==> src/hw/rtl/esd_pkg.sv <==
// esd_pkg: shared types and constants of the event and sub-frame deframer
// no dependencies; imported by the interfaces and every deframer module

package esd_pkg;

  // width of the length fields on the result channel
  localparam int LenOutBits = 24;

  // depth of the queue between the front and back parts
  localparam int QueueDepth = 4;
  localparam int QptrBits   = $clog2(QueueDepth);

  // register map, byte address 4*i
  localparam int RegAddrBits = 4;
  localparam logic [1:0] REG_EVENT_TRAILER    = 2'd0;
  localparam logic [1:0] REG_HEADER           = 2'd1;
  localparam logic [1:0] REG_SUBFRAME_TRAILER = 2'd2;
  localparam logic [1:0] REG_LAYER_MARKER     = 2'd3;

  // register reset values
  localparam logic [31:0] EVENT_TRAILER_RST    = 32'hFEDD_FEDD;
  localparam logic [31:0] HEADER_RST           = 32'hFA5A_FA5A;
  localparam logic [31:0] SUBFRAME_TRAILER_RST = 32'hFEEE_FEEE;
  localparam logic [7:0]  LAYER_MARKER_RST     = 8'hFF;

  // match words seen by the back part
  typedef struct packed {
    logic [31:0] event_trailer_word;
    logic [31:0] header_word;
    logic [31:0] subframe_trailer_word;
  } esd_words_t;

  // one queued byte, tagged by the front part
  typedef struct packed {
    logic [7:0] data_byte;
    logic       layer_hit;
  } esd_entry_t;

  // queue status toward the neighbors
  typedef struct packed {
    logic full;
    logic empty;
  } esd_qstat_t;

endpackage

==> src/hw/rtl/esd_ifs.sv <==
// esd_ifs: valid/ready channels of the deframer (raw bytes in, tagged bytes out)
// depends on esd_pkg

interface esd_byte_if import esd_pkg::*; ();
  logic       valid;
  logic       ready;
  logic [7:0] data_byte;

  modport source (output valid, output data_byte, input ready);
  modport sink   (input valid, input data_byte, output ready);
endinterface

interface esd_tag_if import esd_pkg::*; ();
  logic                  valid;
  logic                  ready;
  logic [7:0]            byte_out;
  logic                  event_end;
  logic [LenOutBits-1:0] event_length;
  logic                  header_found;
  logic                  subframe_end;
  logic [LenOutBits-1:0] subframe_length;
  logic                  bad_layer;

  modport source (output valid, output byte_out, output event_end, output event_length,
                  output header_found, output subframe_end, output subframe_length,
                  output bad_layer, input ready);
  modport sink   (input valid, input byte_out, input event_end, input event_length,
                  input header_found, input subframe_end, input subframe_length,
                  input bad_layer, output ready);
endinterface

==> src/hw/rtl/esd_front.sv <==
// esd_front: accepts raw bytes, tags layer-marker bytes, feeds the queue
// depends on esd_pkg

module esd_front import esd_pkg::*; (
  input  logic       clk,
  input  logic       rst,
  input  logic       in_valid,
  output logic       in_ready,
  input  logic [7:0] in_byte,
  input  logic [7:0] layer_marker,
  output logic       push,
  output esd_entry_t push_entry,
  input  esd_qstat_t qstat
);

  logic       stage_valid;
  esd_entry_t stage;

  // stage moves on whenever the queue has room
  assign push       = stage_valid && !qstat.full;
  assign push_entry = stage;
  assign in_ready   = !stage_valid || !qstat.full;

  // input register with layer tag
  always_ff @(posedge clk) begin
    if (rst) begin
      stage_valid <= 1'b0;
    end else if (in_ready) begin
      stage_valid <= in_valid;
    end
    if (in_valid && in_ready) begin
      stage.data_byte <= in_byte;
      stage.layer_hit <= (in_byte == layer_marker);
    end
  end

endmodule

==> src/hw/rtl/esd_queue.sv <==
// esd_queue: small fifo of tagged bytes between the front and back parts
// depends on esd_pkg

module esd_queue import esd_pkg::*; (
  input  logic       clk,
  input  logic       rst,
  input  logic       push,
  input  esd_entry_t push_entry,
  input  logic       pop,
  output esd_entry_t head,
  output esd_qstat_t qstat
);

  esd_entry_t          entries [QueueDepth];
  logic [QptrBits-1:0] wr_ptr;
  logic [QptrBits-1:0] rd_ptr;
  logic [QptrBits:0]   count;

  assign qstat.full  = (count == (QptrBits+1)'(QueueDepth));
  assign qstat.empty = (count == '0);
  assign head        = entries[rd_ptr];

  // storage
  always_ff @(posedge clk) begin
    if (push) begin
      entries[wr_ptr] <= push_entry;
    end
  end

  // pointers and fill count
  always_ff @(posedge clk) begin
    if (rst) begin
      wr_ptr <= '0;
      rd_ptr <= '0;
      count  <= '0;
    end else begin
      if (push) begin
        wr_ptr <= wr_ptr + 1'b1;
      end
      if (pop) begin
        rd_ptr <= rd_ptr + 1'b1;
      end
      if (push && !pop) begin
        count <= count + 1'b1;
      end else if (pop && !push) begin
        count <= count - 1'b1;
      end
    end
  end

endmodule

==> src/hw/rtl/esd_back.sv <==
// esd_back: match window, length counters, trailer phase and result register
// depends on esd_pkg

module esd_back import esd_pkg::*; #(
  parameter int LENGTH_BITS = 24
) (
  input  logic            clk,
  input  logic            rst,
  input  esd_words_t      words,
  input  esd_entry_t      head,
  input  esd_qstat_t      qstat,
  output logic            pop,
  esd_tag_if.source       res
);

  typedef enum logic [1:0] {
    PH_IDLE  = 2'd0,
    PH_LAYER = 2'd1,
    PH_CLOSE = 2'd2
  } phase_t;

  localparam logic [LENGTH_BITS-1:0] CntMax = {LENGTH_BITS{1'b1}};
  localparam logic [LENGTH_BITS-1:0] CntFour = LENGTH_BITS'(4);

  logic [31:0]            window, window_next, win;
  logic [LENGTH_BITS-1:0] ev_cnt, ev_cnt_next, ev_inc;
  logic [LENGTH_BITS-1:0] sf_cnt, sf_cnt_next, sf_inc;
  phase_t                 phase, phase_next;
  logic                   armed;
  logic                   r_event_end, r_header, r_sf_end, r_bad;
  logic [LenOutBits-1:0]  r_ev_len, r_sf_len;

  // count to result field width
  function automatic logic [LenOutBits-1:0] to_out(input logic [LENGTH_BITS-1:0] v);
    logic [31:0] w;
    w = 32'(v);
    return w[LenOutBits-1:0];
  endfunction

  // take the next byte when the result register is free or being taken
  assign pop = !qstat.empty && (!res.valid || res.ready);

  // window and saturating counts
  always_comb begin
    win    = {window[23:0], head.data_byte};
    ev_inc = (ev_cnt == CntMax) ? ev_cnt : ev_cnt + 1'b1;
    sf_inc = (sf_cnt == CntMax) ? sf_cnt : sf_cnt + 1'b1;
    armed  = (ev_inc >= CntFour);
  end

  // classify the byte and update state
  always_comb begin
    window_next = win;
    ev_cnt_next = ev_inc;
    sf_cnt_next = sf_inc;
    phase_next  = phase;
    r_event_end = 1'b0;
    r_ev_len    = '0;
    r_header    = 1'b0;
    r_sf_end    = 1'b0;
    r_sf_len    = '0;
    r_bad       = 1'b0;
    if (armed && win == words.event_trailer_word) begin
      // event end wins and clears everything
      r_event_end = 1'b1;
      r_ev_len    = to_out(ev_inc);
      window_next = '0;
      ev_cnt_next = '0;
      sf_cnt_next = '0;
      phase_next  = PH_IDLE;
    end else begin
      case (phase)
        PH_LAYER: begin
          if (head.layer_hit) begin
            phase_next = PH_CLOSE;
          end else begin
            r_bad      = 1'b1;
            phase_next = PH_IDLE;
          end
        end
        PH_CLOSE: begin
          r_sf_end    = 1'b1;
          r_sf_len    = to_out(sf_inc);
          sf_cnt_next = ev_inc;
          phase_next  = PH_IDLE;
        end
        default: begin
          phase_next = PH_IDLE;
        end
      endcase
      // header restarts the sub-frame count at its own four bytes
      if (armed && win == words.header_word) begin
        r_header    = 1'b1;
        sf_cnt_next = CntFour;
      end
      // sub-frame trailer arms the layer byte check
      if (armed && win == words.subframe_trailer_word) begin
        phase_next = PH_LAYER;
      end
    end
  end

  // state and result register
  always_ff @(posedge clk) begin
    if (rst) begin
      window    <= '0;
      ev_cnt    <= '0;
      sf_cnt    <= '0;
      phase     <= PH_IDLE;
      res.valid <= 1'b0;
    end else begin
      if (pop) begin
        window    <= window_next;
        ev_cnt    <= ev_cnt_next;
        sf_cnt    <= sf_cnt_next;
        phase     <= phase_next;
        res.valid <= 1'b1;
      end else if (res.ready) begin
        res.valid <= 1'b0;
      end
    end
    if (pop) begin
      res.byte_out        <= head.data_byte;
      res.event_end       <= r_event_end;
      res.event_length    <= r_ev_len;
      res.header_found    <= r_header;
      res.subframe_end    <= r_sf_end;
      res.subframe_length <= r_sf_len;
      res.bad_layer       <= r_bad;
    end
  end

endmodule

==> src/hw/rtl/event_and_subframe_deframer.sv <==
// event_and_subframe_deframer: top level with register port, front, queue and back
// depends on esd_pkg, esd_ifs, esd_front, esd_queue, esd_back
//
// Usage:
//   raw_bytes takes one raw stream byte per transaction (valid/ready).
//   tagged_bytes gives exactly one result per byte: the byte itself, event end
//   with event length, header found, sub-frame end with sub-frame length, and
//   a bad layer flag. Lengths saturate at 2^LENGTH_BITS - 1.
//   The result passes the input register, the queue and the result register
//   before it is valid on tagged_bytes.
//   Throughput is one byte per clock while tagged_bytes takes results, set
//   by the combinational window compare and counter update in the back part.
//   When tagged_bytes stalls, the result register holds; the 4-entry queue and
//   the input register keep taking bytes until full, then raw_bytes.ready drops.
//   Reset (rst, synchronous) empties the queue, clears window, counts and
//   trailer phase, and loads the default match words and layer marker.
//   The user writes the APB port (registers at 4*i) only while no byte is in flight; the block does not enforce it.

module event_and_subframe_deframer import esd_pkg::*; #(
  parameter int LENGTH_BITS = 24
) (
  input  logic                   clk,
  input  logic                   rst,
  esd_byte_if.sink               raw_bytes,
  esd_tag_if.source              tagged_bytes,
  input  logic                   psel,
  input  logic                   penable,
  input  logic                   pwrite,
  input  logic [RegAddrBits-1:0] paddr,
  input  logic [31:0]            pwdata,
  output logic [31:0]            prdata,
  output logic                   pready
);

  esd_words_t  words;
  logic [7:0]  layer_marker;
  logic        cfg_write;
  logic [1:0]  reg_index;
  logic        push;
  logic        pop;
  esd_entry_t  push_entry;
  esd_entry_t  head;
  esd_qstat_t  qstat;

  // configuration registers
  assign pready    = 1'b1;
  assign cfg_write = psel && penable && pwrite;
  assign reg_index = paddr[3:2];

  always_ff @(posedge clk) begin
    if (rst) begin
      words.event_trailer_word    <= EVENT_TRAILER_RST;
      words.header_word           <= HEADER_RST;
      words.subframe_trailer_word <= SUBFRAME_TRAILER_RST;
      layer_marker                <= LAYER_MARKER_RST;
    end else if (cfg_write) begin
      case (reg_index)
        REG_EVENT_TRAILER:    words.event_trailer_word    <= pwdata;
        REG_HEADER:           words.header_word           <= pwdata;
        REG_SUBFRAME_TRAILER: words.subframe_trailer_word <= pwdata;
        REG_LAYER_MARKER:     layer_marker                <= pwdata[7:0];
        default: begin
        end
      endcase
    end
  end

  // register readback
  always_comb begin
    case (reg_index)
      REG_EVENT_TRAILER:    prdata = words.event_trailer_word;
      REG_HEADER:           prdata = words.header_word;
      REG_SUBFRAME_TRAILER: prdata = words.subframe_trailer_word;
      REG_LAYER_MARKER:     prdata = {24'd0, layer_marker};
      default:              prdata = '0;
    endcase
  end

  // front part
  esd_front u_front (
    .clk          (clk),
    .rst          (rst),
    .in_valid     (raw_bytes.valid),
    .in_ready     (raw_bytes.ready),
    .in_byte      (raw_bytes.data_byte),
    .layer_marker (layer_marker),
    .push         (push),
    .push_entry   (push_entry),
    .qstat        (qstat)
  );

  // queue between the parts
  esd_queue u_queue (
    .clk        (clk),
    .rst        (rst),
    .push       (push),
    .push_entry (push_entry),
    .pop        (pop),
    .head       (head),
    .qstat      (qstat)
  );

  // back part
  esd_back #(
    .LENGTH_BITS (LENGTH_BITS)
  ) u_back (
    .clk   (clk),
    .rst   (rst),
    .words (words),
    .head  (head),
    .qstat (qstat),
    .pop   (pop),
    .res   (tagged_bytes)
  );

  // queue is never full and empty at once
  a_qstat: assert property (@(posedge clk) disable iff (rst)
    !(qstat.full && qstat.empty))
    else $error("queue both full and empty");

  // a pop needs a queued byte
  a_pop: assert property (@(posedge clk) disable iff (rst)
    pop |-> !qstat.empty)
    else $error("pop from empty queue");

  // event end excludes every sub-frame tag
  a_event_excl: assert property (@(posedge clk) disable iff (rst)
    (tagged_bytes.valid && tagged_bytes.event_end) |->
      (!tagged_bytes.header_found && !tagged_bytes.subframe_end && !tagged_bytes.bad_layer))
    else $error("event end with sub-frame tag");

  // a close and a bad layer byte never meet
  a_close_bad: assert property (@(posedge clk) disable iff (rst)
    tagged_bytes.valid |-> !(tagged_bytes.subframe_end && tagged_bytes.bad_layer))
    else $error("sub-frame end with bad layer");

endmodule

==> src/flat_wrapper.sv <==
// flat-port wrapper written by rule: the top's interface ports become plain ports
module event_and_subframe_deframer_flat import esd_pkg::*;
#(
  parameter int LENGTH_BITS = 24
)
  (clk, rst, psel, penable, pwrite, paddr, pwdata, prdata, pready, raw_bytes_valid, raw_bytes_data_byte, raw_bytes_ready, tagged_bytes_valid, tagged_bytes_byte_out, tagged_bytes_event_end, tagged_bytes_event_length, tagged_bytes_header_found, tagged_bytes_subframe_end, tagged_bytes_subframe_length, tagged_bytes_bad_layer, tagged_bytes_ready);
  esd_byte_if raw_bytes_i ();
  esd_tag_if tagged_bytes_i ();
  input  logic clk;
  input  logic rst;
  input  logic psel;
  input  logic penable;
  input  logic pwrite;
  input  logic [RegAddrBits-1:0] paddr;
  input  logic [31:0] pwdata;
  output logic [31:0] prdata;
  output logic pready;
  input wire logic [$bits(raw_bytes_i.valid)-1:0] raw_bytes_valid;
  input wire logic [$bits(raw_bytes_i.data_byte)-1:0] raw_bytes_data_byte;
  output wire logic [$bits(raw_bytes_i.ready)-1:0] raw_bytes_ready;
  output wire logic [$bits(tagged_bytes_i.valid)-1:0] tagged_bytes_valid;
  output wire logic [$bits(tagged_bytes_i.byte_out)-1:0] tagged_bytes_byte_out;
  output wire logic [$bits(tagged_bytes_i.event_end)-1:0] tagged_bytes_event_end;
  output wire logic [$bits(tagged_bytes_i.event_length)-1:0] tagged_bytes_event_length;
  output wire logic [$bits(tagged_bytes_i.header_found)-1:0] tagged_bytes_header_found;
  output wire logic [$bits(tagged_bytes_i.subframe_end)-1:0] tagged_bytes_subframe_end;
  output wire logic [$bits(tagged_bytes_i.subframe_length)-1:0] tagged_bytes_subframe_length;
  output wire logic [$bits(tagged_bytes_i.bad_layer)-1:0] tagged_bytes_bad_layer;
  input wire logic [$bits(tagged_bytes_i.ready)-1:0] tagged_bytes_ready;
  assign raw_bytes_i.valid = raw_bytes_valid;
  assign raw_bytes_i.data_byte = raw_bytes_data_byte;
  assign raw_bytes_ready = raw_bytes_i.ready;
  assign tagged_bytes_valid = tagged_bytes_i.valid;
  assign tagged_bytes_byte_out = tagged_bytes_i.byte_out;
  assign tagged_bytes_event_end = tagged_bytes_i.event_end;
  assign tagged_bytes_event_length = tagged_bytes_i.event_length;
  assign tagged_bytes_header_found = tagged_bytes_i.header_found;
  assign tagged_bytes_subframe_end = tagged_bytes_i.subframe_end;
  assign tagged_bytes_subframe_length = tagged_bytes_i.subframe_length;
  assign tagged_bytes_bad_layer = tagged_bytes_i.bad_layer;
  assign tagged_bytes_i.ready = tagged_bytes_ready;
  event_and_subframe_deframer #(.LENGTH_BITS(LENGTH_BITS)) u_core (.clk(clk), .rst(rst), .raw_bytes(raw_bytes_i), .tagged_bytes(tagged_bytes_i), .psel(psel), .penable(penable), .pwrite(pwrite), .paddr(paddr), .pwdata(pwdata), .prdata(prdata), .pready(pready));
endmodule
==> config.mk <==
export PLATFORM = sky130hd
export DESIGN_NAME = event_and_subframe_deframer_flat
export DESIGN_NICKNAME = d
export VERILOG_FILES = /design/src/hw/rtl/esd_pkg.sv /design/src/hw/rtl/esd_ifs.sv /design/src/hw/rtl/esd_front.sv /design/src/hw/rtl/esd_queue.sv /design/src/hw/rtl/esd_back.sv /design/src/hw/rtl/event_and_subframe_deframer.sv /design/src/flat_wrapper.sv
export SDC_FILE = /design/constraint.sdc
export NUM_CORES = 1
export LEC_CHECK = 0
export ABC_AREA = 1
export BUFFER_PORTS_ARGS = -buffer_cell sky130_fd_sc_hd__clkbuf_2
export CORE_MARGIN = 4
export CORE_UTILIZATION = 35
export CTS_BUF_LIST = sky130_fd_sc_hd__clkbuf_16
export CTS_CLUSTER_SIZE = 12
export DETAILED_ROUTE_END_ITERATION = 8
export GPL_ROUTABILITY_DRIVEN = 0
export PLACE_DENSITY_LB_ADDON = 0.3
export SKIP_LAST_GASP = 1
export SYNTH_ARGS = -nofsm -noshare
export SYNTH_HDL_FRONTEND = slang
export SYNTH_SLANG_ARGS = --single-unit
==> constraint.sdc <==
create_clock -name clk -period 6.5 [get_ports clk]
set_input_delay 0 -clock clk [delete_from_list [all_inputs] [get_ports clk]]
set_output_delay 0 -clock clk [all_outputs]
set_load 0.03 [all_outputs]
; Word-level counts from Yosys, hierarchy flattened
; Memory sizes are Yosys's and may differ from the RTL's. A register that Yosys moved wholly into a read port is not among the register bits.
; Index checks and enable logic that the tools add are counted.
; Widths: inputs -> output; s select.
[word_totals]
romBits = 0
ff_bits = 256
latchBits = 0
ramBits = 36
out_inout_bits = 95
memories = 1
[mem_list]
columns = memory, depth, word_bits, read_ports, rd_ports_with_merged_regs, wr, line_no
row1 = u_core.u_queue.entries, 4, 9, 1, 1, 1, esd_queue.sv:14  ; esd_entry_t entries [QueueDepth];
[classes]
bitwise = 2
muxes = 24
addsub = 6
reduce_logical = 28
div = 0
n_eq_ne = 12
n_mul = 0
magnitude_cmp = 1
n_shift = 0
[op_table]
columns = operator, n
row1 = $mux 24, 7
row2 = $pmux 32 s4, 1
row3 = $eq 32x32->1, 3
row4 = $add 24x1->24 const B, 2
row5 = $eq 24x24->1 const B, 2
row6 = $ge 24x3->1 const B, 1
row7 = $mux 2, 6
row8 = $logic_and 1x1->1, 10
row9 = $eq 8x8->1, 1
row10 = $mux 1, 8
row11 = $reduce_and 2->1, 4
row12 = $eq 2x2->1 const B, 3
row13 = $logic_not 1->1, 6
row14 = $mux 3, 2
row15 = $add 2x1->2 const B, 2
row16 = $eq 2x1->1 const B, 2
row17 = $reduce_bool 2->1, 2
row18 = $reduce_or 2->1, 2
row19 = $add 3x1->3 const B, 1
row20 = $eq 3x3->1 const B, 1
row21 = $logic_not 3->1, 1
row22 = $sub 3x1->3 const B, 1
row23 = $logic_not 2->1, 1
row24 = $logic_or 1x1->1, 2
row25 = $not 1->1, 2

; Longest topological paths before layout
; Gate-level depths: netlist (run 1).
[depth]
word_depth = 7
ltp_mapped = 18
depth_no_buf = 15

; Modules after synthesis
; A second synthesis (run 1) with hierarchy kept.
[hier_totals]
hier_cells = 1943
hier_area_um2 = 14815.5
[by_module_without_submodules]
columns = mod, n_inst, seq_area_each_um2, cells_per_inst, area_per_inst_um2
row1 = esd_back, 1, 3303.2, 1082, 8002.7
row2 = event_and_subframe_deframer, 1, 2082.0, 657, 4448.0
row3 = esd_queue, 1, 1261.2, 144, 1884.3
row4 = esd_front, 1, 290.3, 60, 480.5

; Least setup slack after synthesis (run 1)
; Ideal clock, no wire load.
[synth_path]
path_kind = register to register
start = register u_core.u_back.res.valid
end = register u_core.u_queue.count[1]
t_arrival_ns = 5.194
n_path_buf = 1
required_ns = 6.380
setup_ns = 0.120
slack_ns = 1.186
stages_incl_launch_ff = 11
path_cell_list = dfxtp_1 inv_1 nor2_1 a21oi_1 inv_2 clkbuf_1 ha_1 inv_1 fa_1 o21ai_0 a21oi_1
[synth_between]
elab_chain_len = 6
elab_cells_between_ends = 8
classes_between = mux (1) / reduce/logical (7)
[synth_rtl]
columns = element, line_no
row1 = from (decl), esd_ifs.sv:24  ; modport source (output valid, output byte_out, output event_end, output event_length,
row2 = from (signal assigned), esd_back.sv:110  ; res.valid <= 1'b0;
row3 = from (signal assigned), esd_back.sv:117  ; res.valid <= 1'b1;
row4 = from (signal assigned), esd_back.sv:119  ; res.valid <= 1'b0;
row5 = $logic_not 1->1 (*), esd_back.sv:41  ; assign pop = !qstat.empty && (!res.valid || res.ready);
row6 = $logic_or 1x1->1 (*), esd_back.sv:41
row7 = $logic_and 1x1->1 (*), esd_back.sv:41
row8 = net u_core.pop, event_and_subframe_deframer.sv:40  ; logic pop;
row9 = $logic_not 1->1, esd_queue.sv:43  ; if (push && !pop) begin
row10 = $logic_and 1x1->1, esd_queue.sv:43
row11 = $mux 3 / $reduce_bool 2->1 (equally long branches), -
row12 = to (signal assigned), esd_queue.sv:44  ; count <= count + 1'b1;
row13 = to (signal assigned), esd_queue.sv:46  ; count <= count - 1'b1;
row14 = to (decl), esd_queue.sv:17  ; logic [QptrBits:0] count;
; The timed path passes the listed nets; every way through them passes the cells marked *.
; A chain may end at the register's enable or synchronous reset.

; Worst setup path after layout (run 1)
[layout_path]
start = register u_core.u_back.ev_cnt[0]
end = register u_core.u_back.res.subframe_length[6] (data pin)
[layout_between]
elab_chain_len = 5
elab_cells_between_ends = 6
classes_between = add/sub (1) / order compare (1) / eq/ne (1) / mux (1) / reduce/logical (2)
[layout_rtl]
columns = element, line_no
row1 = from (decl), esd_back.sv:26  ; logic [LENGTH_BITS-1:0] ev_cnt, ev_cnt_next, ev_inc;
row2 = from (signal assigned), esd_back.sv:114  ; ev_cnt <= ev_cnt_next;
row3 = $add 24x1->24 / $eq 24x24->1 (equally long branches), esd_back.sv:46  ; ev_inc = (ev_cnt == CntMax) ? ev_cnt : ev_cnt + 1'b1;
row4 = $mux 24 (*), esd_back.sv:46
row5 = $ge 24x3->1 (*), esd_back.sv:48  ; armed = (ev_inc >= CntFour);
row6 = $logic_and 1x1->1 (*), esd_back.sv:63  ; if (armed && win == words.event_trailer_word) begin
row7 = $reduce_or 2->1 (no source line) (*), -
row8 = to (signal assigned), esd_back.sv:128  ; res.subframe_length <= r_sf_len;
row9 = to (decl), esd_ifs.sv:25  ; output header_found, output subframe_end, output subframe_length,
; Mark *: on every way between the ends. The rest lies on a longest branch, timed or not.

==> results of run 1 <==
power by group through the flow:
stage	combinational (uW)	sequential, uW	clock (uW)
after floorplan	930	2810	0
after global placement	1720	2530	0
after detailed placement	1730	2540	0
after CTS	1760	2500	1900
after global routing	1880	2530	1970
final	1730	2500	1860
what timing repair did:
item / in CTS / in global routing
hold buffers: 42 / 0
setup endpoints to repair: 0 / 0
hold endpoints to repair: 115 / 0
synthesized netlist by cell type (all sizes together):
library cell / instances / area [um2]
nand2: 545 / 2060
dfxtp: 189 / 3780
a21oi: 151 / 767
nor2: 151 / 584
nand3: 141 / 711
inv: 122 / 458
edfxtp: 105 / 3150
clkbuf: 74 / 278
o21ai: 69 / 345
xnor2: 60 / 526
nand4: 40 / 250
xor2: 34 / 298
o22ai: 28 / 175
o211ai: 27 / 203
buf: 24 / 191
nor3: 10 / 50.1
o221ai: 9 / 78.8
a31oi: 8 / 50.1
ha: 7 / 87.6
nand3b: 4 / 30.0
o21bai: 3 / 22.5
and3: 2 / 12.5
o2111ai: 2 / 17.5
or2: 2 / 12.5
and2: 1 / 6.26
clkinv: 1 / 3.75
conb: 1 / 3.75
fa: 1 / 20.0
mux2i: 1 / 10.0
critical path, delay by kind of cell (launching register included):
family        cells  cell delay (ns)
simple gates     12             3.47
flops             1             0.39
fa+ha+maj         1             0.33
buf+inv           1             0.10
worst paths after layout:
| path | from | cells after the start | end | slack (ns) |
|---|---|---|---|---|
| max reg2reg | u_core.u_back.ev_cnt[0] | 14 | u_core.u_back.res.subframe_length[6] | 1.97 |
| min reg2reg | u_core.u_back.phase[1] | 2 | u_core.u_back.phase[1] | 0.47 |
| max | u_core.u_back.ev_cnt[0] | 14 | u_core.u_back.res.subframe_length[6] | 1.97 |
| min | paddr[2] | 5 | u_core.layer_marker[5] | 0.04 |
per-stage QoR:
stage	hold slack [ns]	area, um2	util	setup slack, ns
2_1_floorplan	0.0989	14200	-	1.19
3_3_place_gp	0.215	15200	0.381	2.12
3_5_place_dp	0.214	15200	0.381	2.02
4_1_cts	0.0304	16700	0.418	2.00
5_1_grt	0.0975	16700	0.418	1.69
6_report	0.0406	16700	0.418	1.97
registers in the layout (all words and copies together) (netlist names), 2 cells and up, named ones only:
| signal | count |
|---|---|
| u_core.words | 96 |
| u_core.u_queue.entries | 36 |
| u_core.u_back.ev_cnt | 24 |
| u_core.u_back.res.event_length | 24 |
| u_core.u_back.res.subframe_length | 24 |
| u_core.u_back.sf_cnt | 24 |
| u_core.u_back.window | 24 |
| u_core.u_front.push_entry | 9 |
| u_core.layer_marker | 8 |
| u_core.u_back.res.byte_out | 8 |
| u_core.u_queue.count | 3 |
| u_core.u_back.phase | 2 |
| u_core.u_queue.rd_ptr | 2 |
| u_core.u_queue.wr_ptr | 2 |
layer usage:
metal	vias up	GRT usage	wire length [um]
met5	-	0	0
met4	0	0.0729	1580
met3	92	0.0275	2610
met2	458	0.294	19000
met1	5869	0.256	19000
li1	6296	-	-
cell type report:
type                       count  area, um2  share of cell area
sequential                   294       6940               0.415
clock buffer                  36        901              0.0540
tap                          525        657              0.0393
multi-input combinational   1297       6350               0.380
clock inverter                23        173              0.0103
timing repair buffer         194       1220              0.0730
inverter                     123        462              0.0277
kinds of logic after synthesis:
kind of cell | Yosys count
simple gates | 896
fa+ha+maj | 8
buf+inv | 221
mux | 1
other cells | 1
flops | 294
xor+xnor | 94
compound gates | 297
==> summary.txt, run 1 <==
Status
  – Status: completed

STA
  – Fin. Hold Viols: 0
  – Finish-stage setup viols: 0
  – Setup tns final: 0 ns
  – Slew Viols, Final: 0
  – Clock period minus worst slack: 4.53 ns
  – RSZ-0062 raised after global routing: no
  – Slew margin rel.: 0.196
  – Period utilization: 0.696
  – Clk_skew: 0.0280 ns
  – Worst-margin pin slew: 1.20 ns
  – Fmax: 0.221 GHz

Run
  – Max capacitance violation total: 0

Power
  – Seq pwr share: 0.410
  – Comb pwr share: 0.285
  – Tot Pwr: 6090 uW
  – P_sw: 2280 uW
  – Sw Share: 0.375
  – Cell-internal power: 3800 uW
  – VDD IR max: 0.199 mV
  – Leak: 0.00679 uW
  – Clock power frac: 0.305
  – Power density cells: 365 nW/um2

Placement
  – Placed cell count: 2391
  – Post-DP HPWL: 28600 um
  – Port Buffers: 142

Clocking
  – Clk slew on worst S/H paths: 0.06 ns
  – CTS tree: built
  – Post-CTS sizing: 0
  – # clock sinks: 294
  – Clk root buf: clkbuf_16
  – H-tree depth: 2
  – Max Root-Sink Buffers: 3
  – Clock insertion delay at the later pin of the skew report: 0.54 ns
  – CTS buffer count: 35
  – Setup Buffers After CTS: 0

Floorplan
  – Cell Rows: 73
  – Total die area: 43800 um2
  – Die Wd: 209 um
  – Die Y: 209 um
  – Starting Density: 0.355
  – Core Area: 39900 um2
  – # IOs: 146

Worst setup path
  – Crit start category: flop
  – Max incr delay on CP: 0.62 ns
  – Signal arrival time at the worst endpoint: 4.86 ns
  – Crit-path cells: ha_1 > inv_1 > nor2_2 > nand2_1 > nor2_1 > nand2_2 > nand3_1 > nor2_1 > nand3_1 > nor2_2 > nand3_2 > nand2_4 > nand2_2 > nor3_1
  – Required @ worst endpoint: 6.84 ns
  – CP max FO: 46
  – Worst path slowest cell: nand2_2
  – Worst Setup End Kind: flop
  – Worst Setup Path Type: flop to flop

Final layout
  – Most frequent cells in the layout: nand2_1 (541), dfxtp_1 (189), a21oi_1 (149)
  – Fillers: 4025
  – Fin cells: 2492
  – Layout cells sized above 1: 0.112
  – Area growth syn-to-layout: 17.7%
  – Ant diodes: 0
  – Most common cell after layout, fill and taps aside: nand2_1
  – Nets: 2004

Synthesis
  – Mux cell area share after synthesis: 0.000705
  – Mean post-synth cell area: 7.83 um2
  – Warnings, synthesis: 0
  – Seq cells post-synth: 294
  – Mapped cell area: 14200 um2
  – Synth unique cells: 39
  – Sequential fraction of the synthesis area: 0.489
  – Syn nets: 1871
  – Adder-Cell Fraction of Synth Area: 0.00758
  – Area share of and/or/nand/nor cells after synthesis: 0.262
  – Synth Area in Compound Gates: 0.117
  – Synthesized instance count: 1812
  – XOR/XNOR Fraction of Synth Area: 0.0580
  – Largest family of logic cells by synthesized area: simple AND/OR/NAND/NOR gates

Detailed routing
  – Vias per inst: 5.10
  – DRT Wirelength: 42200 um
  – Initial DRC Count: 1031
  – Total DRC errors in the routed layout: 0
  – Antenna-violating nets left: 0
  – DRT Pass-1 Iters: 6
  – Vias: 12.7k
  – Avg WL per Cell: 16.9 um

Global route
  – Vias in the first global route: 11.9k
  – First-pass GRT wire length: 66100 um
  – Global route overflow: 0
  – Initial antenna violation count: 0
  – Largest net degree at the start of global routing: 109
  – Total track usage: 0.185

Hold path
  – Hold crit path type: input port to flop
Power figures use the tool's default switching activity.
==> inputs of run 2 (changes only) <==
--- a/config.mk
+++ b/config.mk
@@ -5,7 +5,7 @@
 export SDC_FILE = /design/constraint.sdc
 export NUM_CORES = 1
 export LEC_CHECK = 0
-export ABC_AREA = 1
+export ABC_AREA = 0
 export BUFFER_PORTS_ARGS = -buffer_cell sky130_fd_sc_hd__clkbuf_2
 export CORE_MARGIN = 4
 export CORE_UTILIZATION = 35
==> constraint.sdc (replaced) <==
create_clock -name clk -period 3.9 [get_ports clk]
set_input_delay 0 -clock clk [delete_from_list [all_inputs] [get_ports clk]]
set_output_delay 0 -clock clk [all_outputs]
set_load 0.03 [all_outputs]
==> summary.txt, run 2 <==
Placement
  – Port Buffers: 142
  – Pre-CTS setup slack: 0.264 ns
  – Placed cell count: 2130
  – Post-DP HPWL: 28300 um
  – Placement Cell Area: 15500 um2

Synthesis
  – Warnings, synthesis: 0
  – Post-synth top area share: 0.266
  – EDFF count, synth: 105
  – Mapped cell area: 14200 um2
  – Synth Flop Type: dfxtp_1
  – Synth unique cells: 61
  – Synth area leader: dfxtp_1
  – Top cells by count, synth: nand2_1 (295), dfxtp_1 (189), nor2_1 (121), edfxtp_1 (105), clkbuf_1 (94)
  – Ys async rst share: 0
  – Most common cell in the synthesized netlist: nand2_1
  – Seq cells post-synth: 294
  – Syn nets: 1601
  – Sequential fraction of the synthesis area: 0.488
  – Mean post-synth cell area: 9.23 um2
  – Synthesized instance count: 1542
  – Top post-synthesis cells by area: dfxtp_1 (27%), edfxtp_1 (22%), nand2_1 (7.8%)

Power
  – Comb pwr share: 0.276
  – Power density cells: 579 nW/um2
  – Leak: 0.00645 uW
  – Cell-internal power: 6270 uW
  – Seq pwr share: 0.414
  – Clock power frac: 0.310
  – Sw Share: 0.362
  – VDD IR max: 0.336 mV
  – P_sw: 3560 uW

Final layout
  – Max FFs per register: 96
  – Layout cells sized above 1: 0.154
  – Core Util, Final: 0.425
  – Multi-input logic area: 6780 um2
  – Most common cell after layout, fill and taps aside: nand2_1
  – Ant diodes: 0
  – Area growth syn-to-layout: 19.3%
  – Nets: 1746
  – Largest registers: u_core.words: 96 flops, u_core.u_queue.entries: 36 flops
  – Register area: 6940 um2
  – Fillers: 3903
  – Design area: 17000 um2
  – Fin cells: 2237
  – Most frequent cells in the layout: nand2_1 (295), dfxtp_1 (189), clkbuf_2 (141)
  – Largest register by flop count: u_core.words

STA
  – Worst-margin pin slew: 1.17 ns
  – Slew margin rel.: 0.216
  – RSZ-0062 raised after global routing: no
  – Final worst slack: 0.273 ns
  – Fmax: 0.276 GHz
  – Slew Viols, Final: 0
  – Period utilization: 0.930
  – Finish-stage setup viols: 0
  – Fin. Hold Viols: 0
  – Setup tns final: 0 ns
  – Clock period minus worst slack: 3.63 ns
  – Clk_skew: 0.0272 ns

Worst setup path
  – R2R Setup Slk: 0.27 ns
  – Worst path slowest cell: dfxtp_1
  – Setup crit end: u_core.u_back.res.subframe_length[13]
  – Worst reg2reg path depth: 11
  – Launching point of the worst reg2reg path: u_core.u_back.ev_cnt[5]
  – Crit-path cells: nand4_4 > nor4_4 > nor2_1 > a2111oi_1 > nand4b_1 > or4b_4 > o21ai_4 > buf_4 > nand2_1 > buf_4 > nor2_1
  – CP max FO: 13
  – Required @ worst endpoint: 4.30 ns
  – Worst R2R End: u_core.u_back.res.subframe_length[13]
  – Critical path startpoint: u_core.u_back.ev_cnt[5]
  – Worst Setup End Kind: flop
  – Worst Setup Path Type: flop to flop
  – Max incr delay on CP: 0.58 ns
  – Signal arrival time at the worst endpoint: 4.02 ns
  – Crit start category: flop

Global route
  – Met2 Usage GRT: 0.304
  – Total track usage: 0.186
  – Initial antenna violation count: 0
  – Met1 usage: 0.251
  – Global route hottest layer: met2
  – GR Util met3: 0.0315
  – Vias in the first global route: 11.5k
  – Global route overflow: 0
  – Largest net degree at the start of global routing: 89
  – First-pass GRT wire length: 65400 um

Floorplan
  – # IOs: 146
  – Total die area: 43900 um2
  – Cell Rows: 73
  – Die Wd: 210 um
  – Starting Density: 0.356
  – Die Y: 210 um
  – Core Area: 39900 um2

Clocking
  – # clock sinks: 294
  – Clk slew on worst S/H paths: 0.06 ns
  – Clk root buf: clkbuf_16
  – CTS tree: built
  – Max Root-Sink Buffers: 3
  – H-tree depth: 2
  – CTS buffer count: 35
  – Clock insertion delay at the later pin of the skew report: 0.56 ns

Detailed routing
  – Total DRC errors in the routed layout: 0
  – Vias per inst: 5.31
  – DRT Pass-1 Iters: 5
  – Vias: 11.9k
  – Antenna-violating nets left: 0
  – Initial DRC Count: 828
  – DRT Wirelength: 42200 um
  – Avg WL per Cell: 18.9 um

Run
  – Max capacitance violation total: 0

Hold path
  – Hold crit path type: input port to flop

Status
  – Status: completed
## run 2: cell types whose count changed after synthesis, moves of 21 or more
cell      previous run  this run
inv_1              120        19
mux2i_1              1        32
o211ai_1            27         6
a21oi_1            150        83
nand2_1            541       295
nand3b_1             4        74
xnor2_1             60        89
nand3_1            140        64
o21ai_0             69        41
nor2_1             146       121
## run 2: layout make-up
class | instances | share of cell area
timing repair buffer | 226 | 0.0862
clock buffer | 35 | 0.0516
tap | 525 | 0.0387
multi-input combinational | 1109 | 0.399
clock inverter | 27 | 0.0108
sequential | 294 | 0.409
inverter | 21 | 0.00479
## run 2: how the worst min path moves through the flow
stage	from	endpoint	cells after the start
floorplan	raw_bytes_data_byte[0]	u_core.u_front.push_entry[1]	0
global route	penable	u_core.words[4]	5
finish	rst	u_core.u_back.window[15]	2
detailed placement	raw_bytes_data_byte[7]	u_core.u_front.push_entry[8]	1
global placement	raw_bytes_data_byte[7]	u_core.u_front.push_entry[8]	1
CTS	penable	u_core.words[0]	5
## run 2: power groups by stage
stage	Clock, uW	Combinational, uW	Sequential, uW
6_report	3050	2710	4070
5_1_grt	3240	2910	4130
4_1_cts	3130	2760	4070
3_5_place_dp	0	2710	4130
3_3_place_gp	0	2690	4110
2_1_floorplan	0	1310	4660
## run 2: kinds of logic after synthesis
group	synth area share
buffers and inverters	0.0387
AND/OR/NAND/NOR	0.242
AO/OA/AOI/OAI	0.0873
flip-flops	0.488
other	0.000264
multiplexers	0.0494
XOR/XNOR	0.0868
adder cells (fa/ha/maj)	0.00756
## run 2: routing by layer
layer	share of wire	routed length (um)	vias to the layer above
met3	0.061	2570	78
met1	0.44	18400	5736
li1	-	-	5656
met4	0.027	1150	0
met5	0	0	-
met2	0.48	20100	404
## run 2: metrics by stage
| step | hold slack, ns | power, uW |
|---|---|---|
| 3_3_place_gp | 0.211 | 6800 |
| 2_1_floorplan | 0.0989 | 5970 |
| 3_5_place_dp | 0.213 | 6840 |
| 4_1_cts | 0.0269 | 9950 |
| 6_report | 0.0431 | 9830 |
| 5_1_grt | 0.0714 | 10300 |
## run 2: critical path: cells and delay by family, from the launching register on
kind | cells | cell delay (ns)
and+or+nand+nor | 7 | 1.80
AOI/OAI and AO/OA | 2 | 0.64
DFF | 1 | 0.58
buffers and inverters | 2 | 0.45
## run 2: repair_timing
action | in CTS | in global routing
endpoints found under the hold margin | 124 | 0
setup endpoints to repair | 0 | 59
resized for setup | 0 | 3
hold buffers | 43 | 0
buffers inserted | 0 | 2
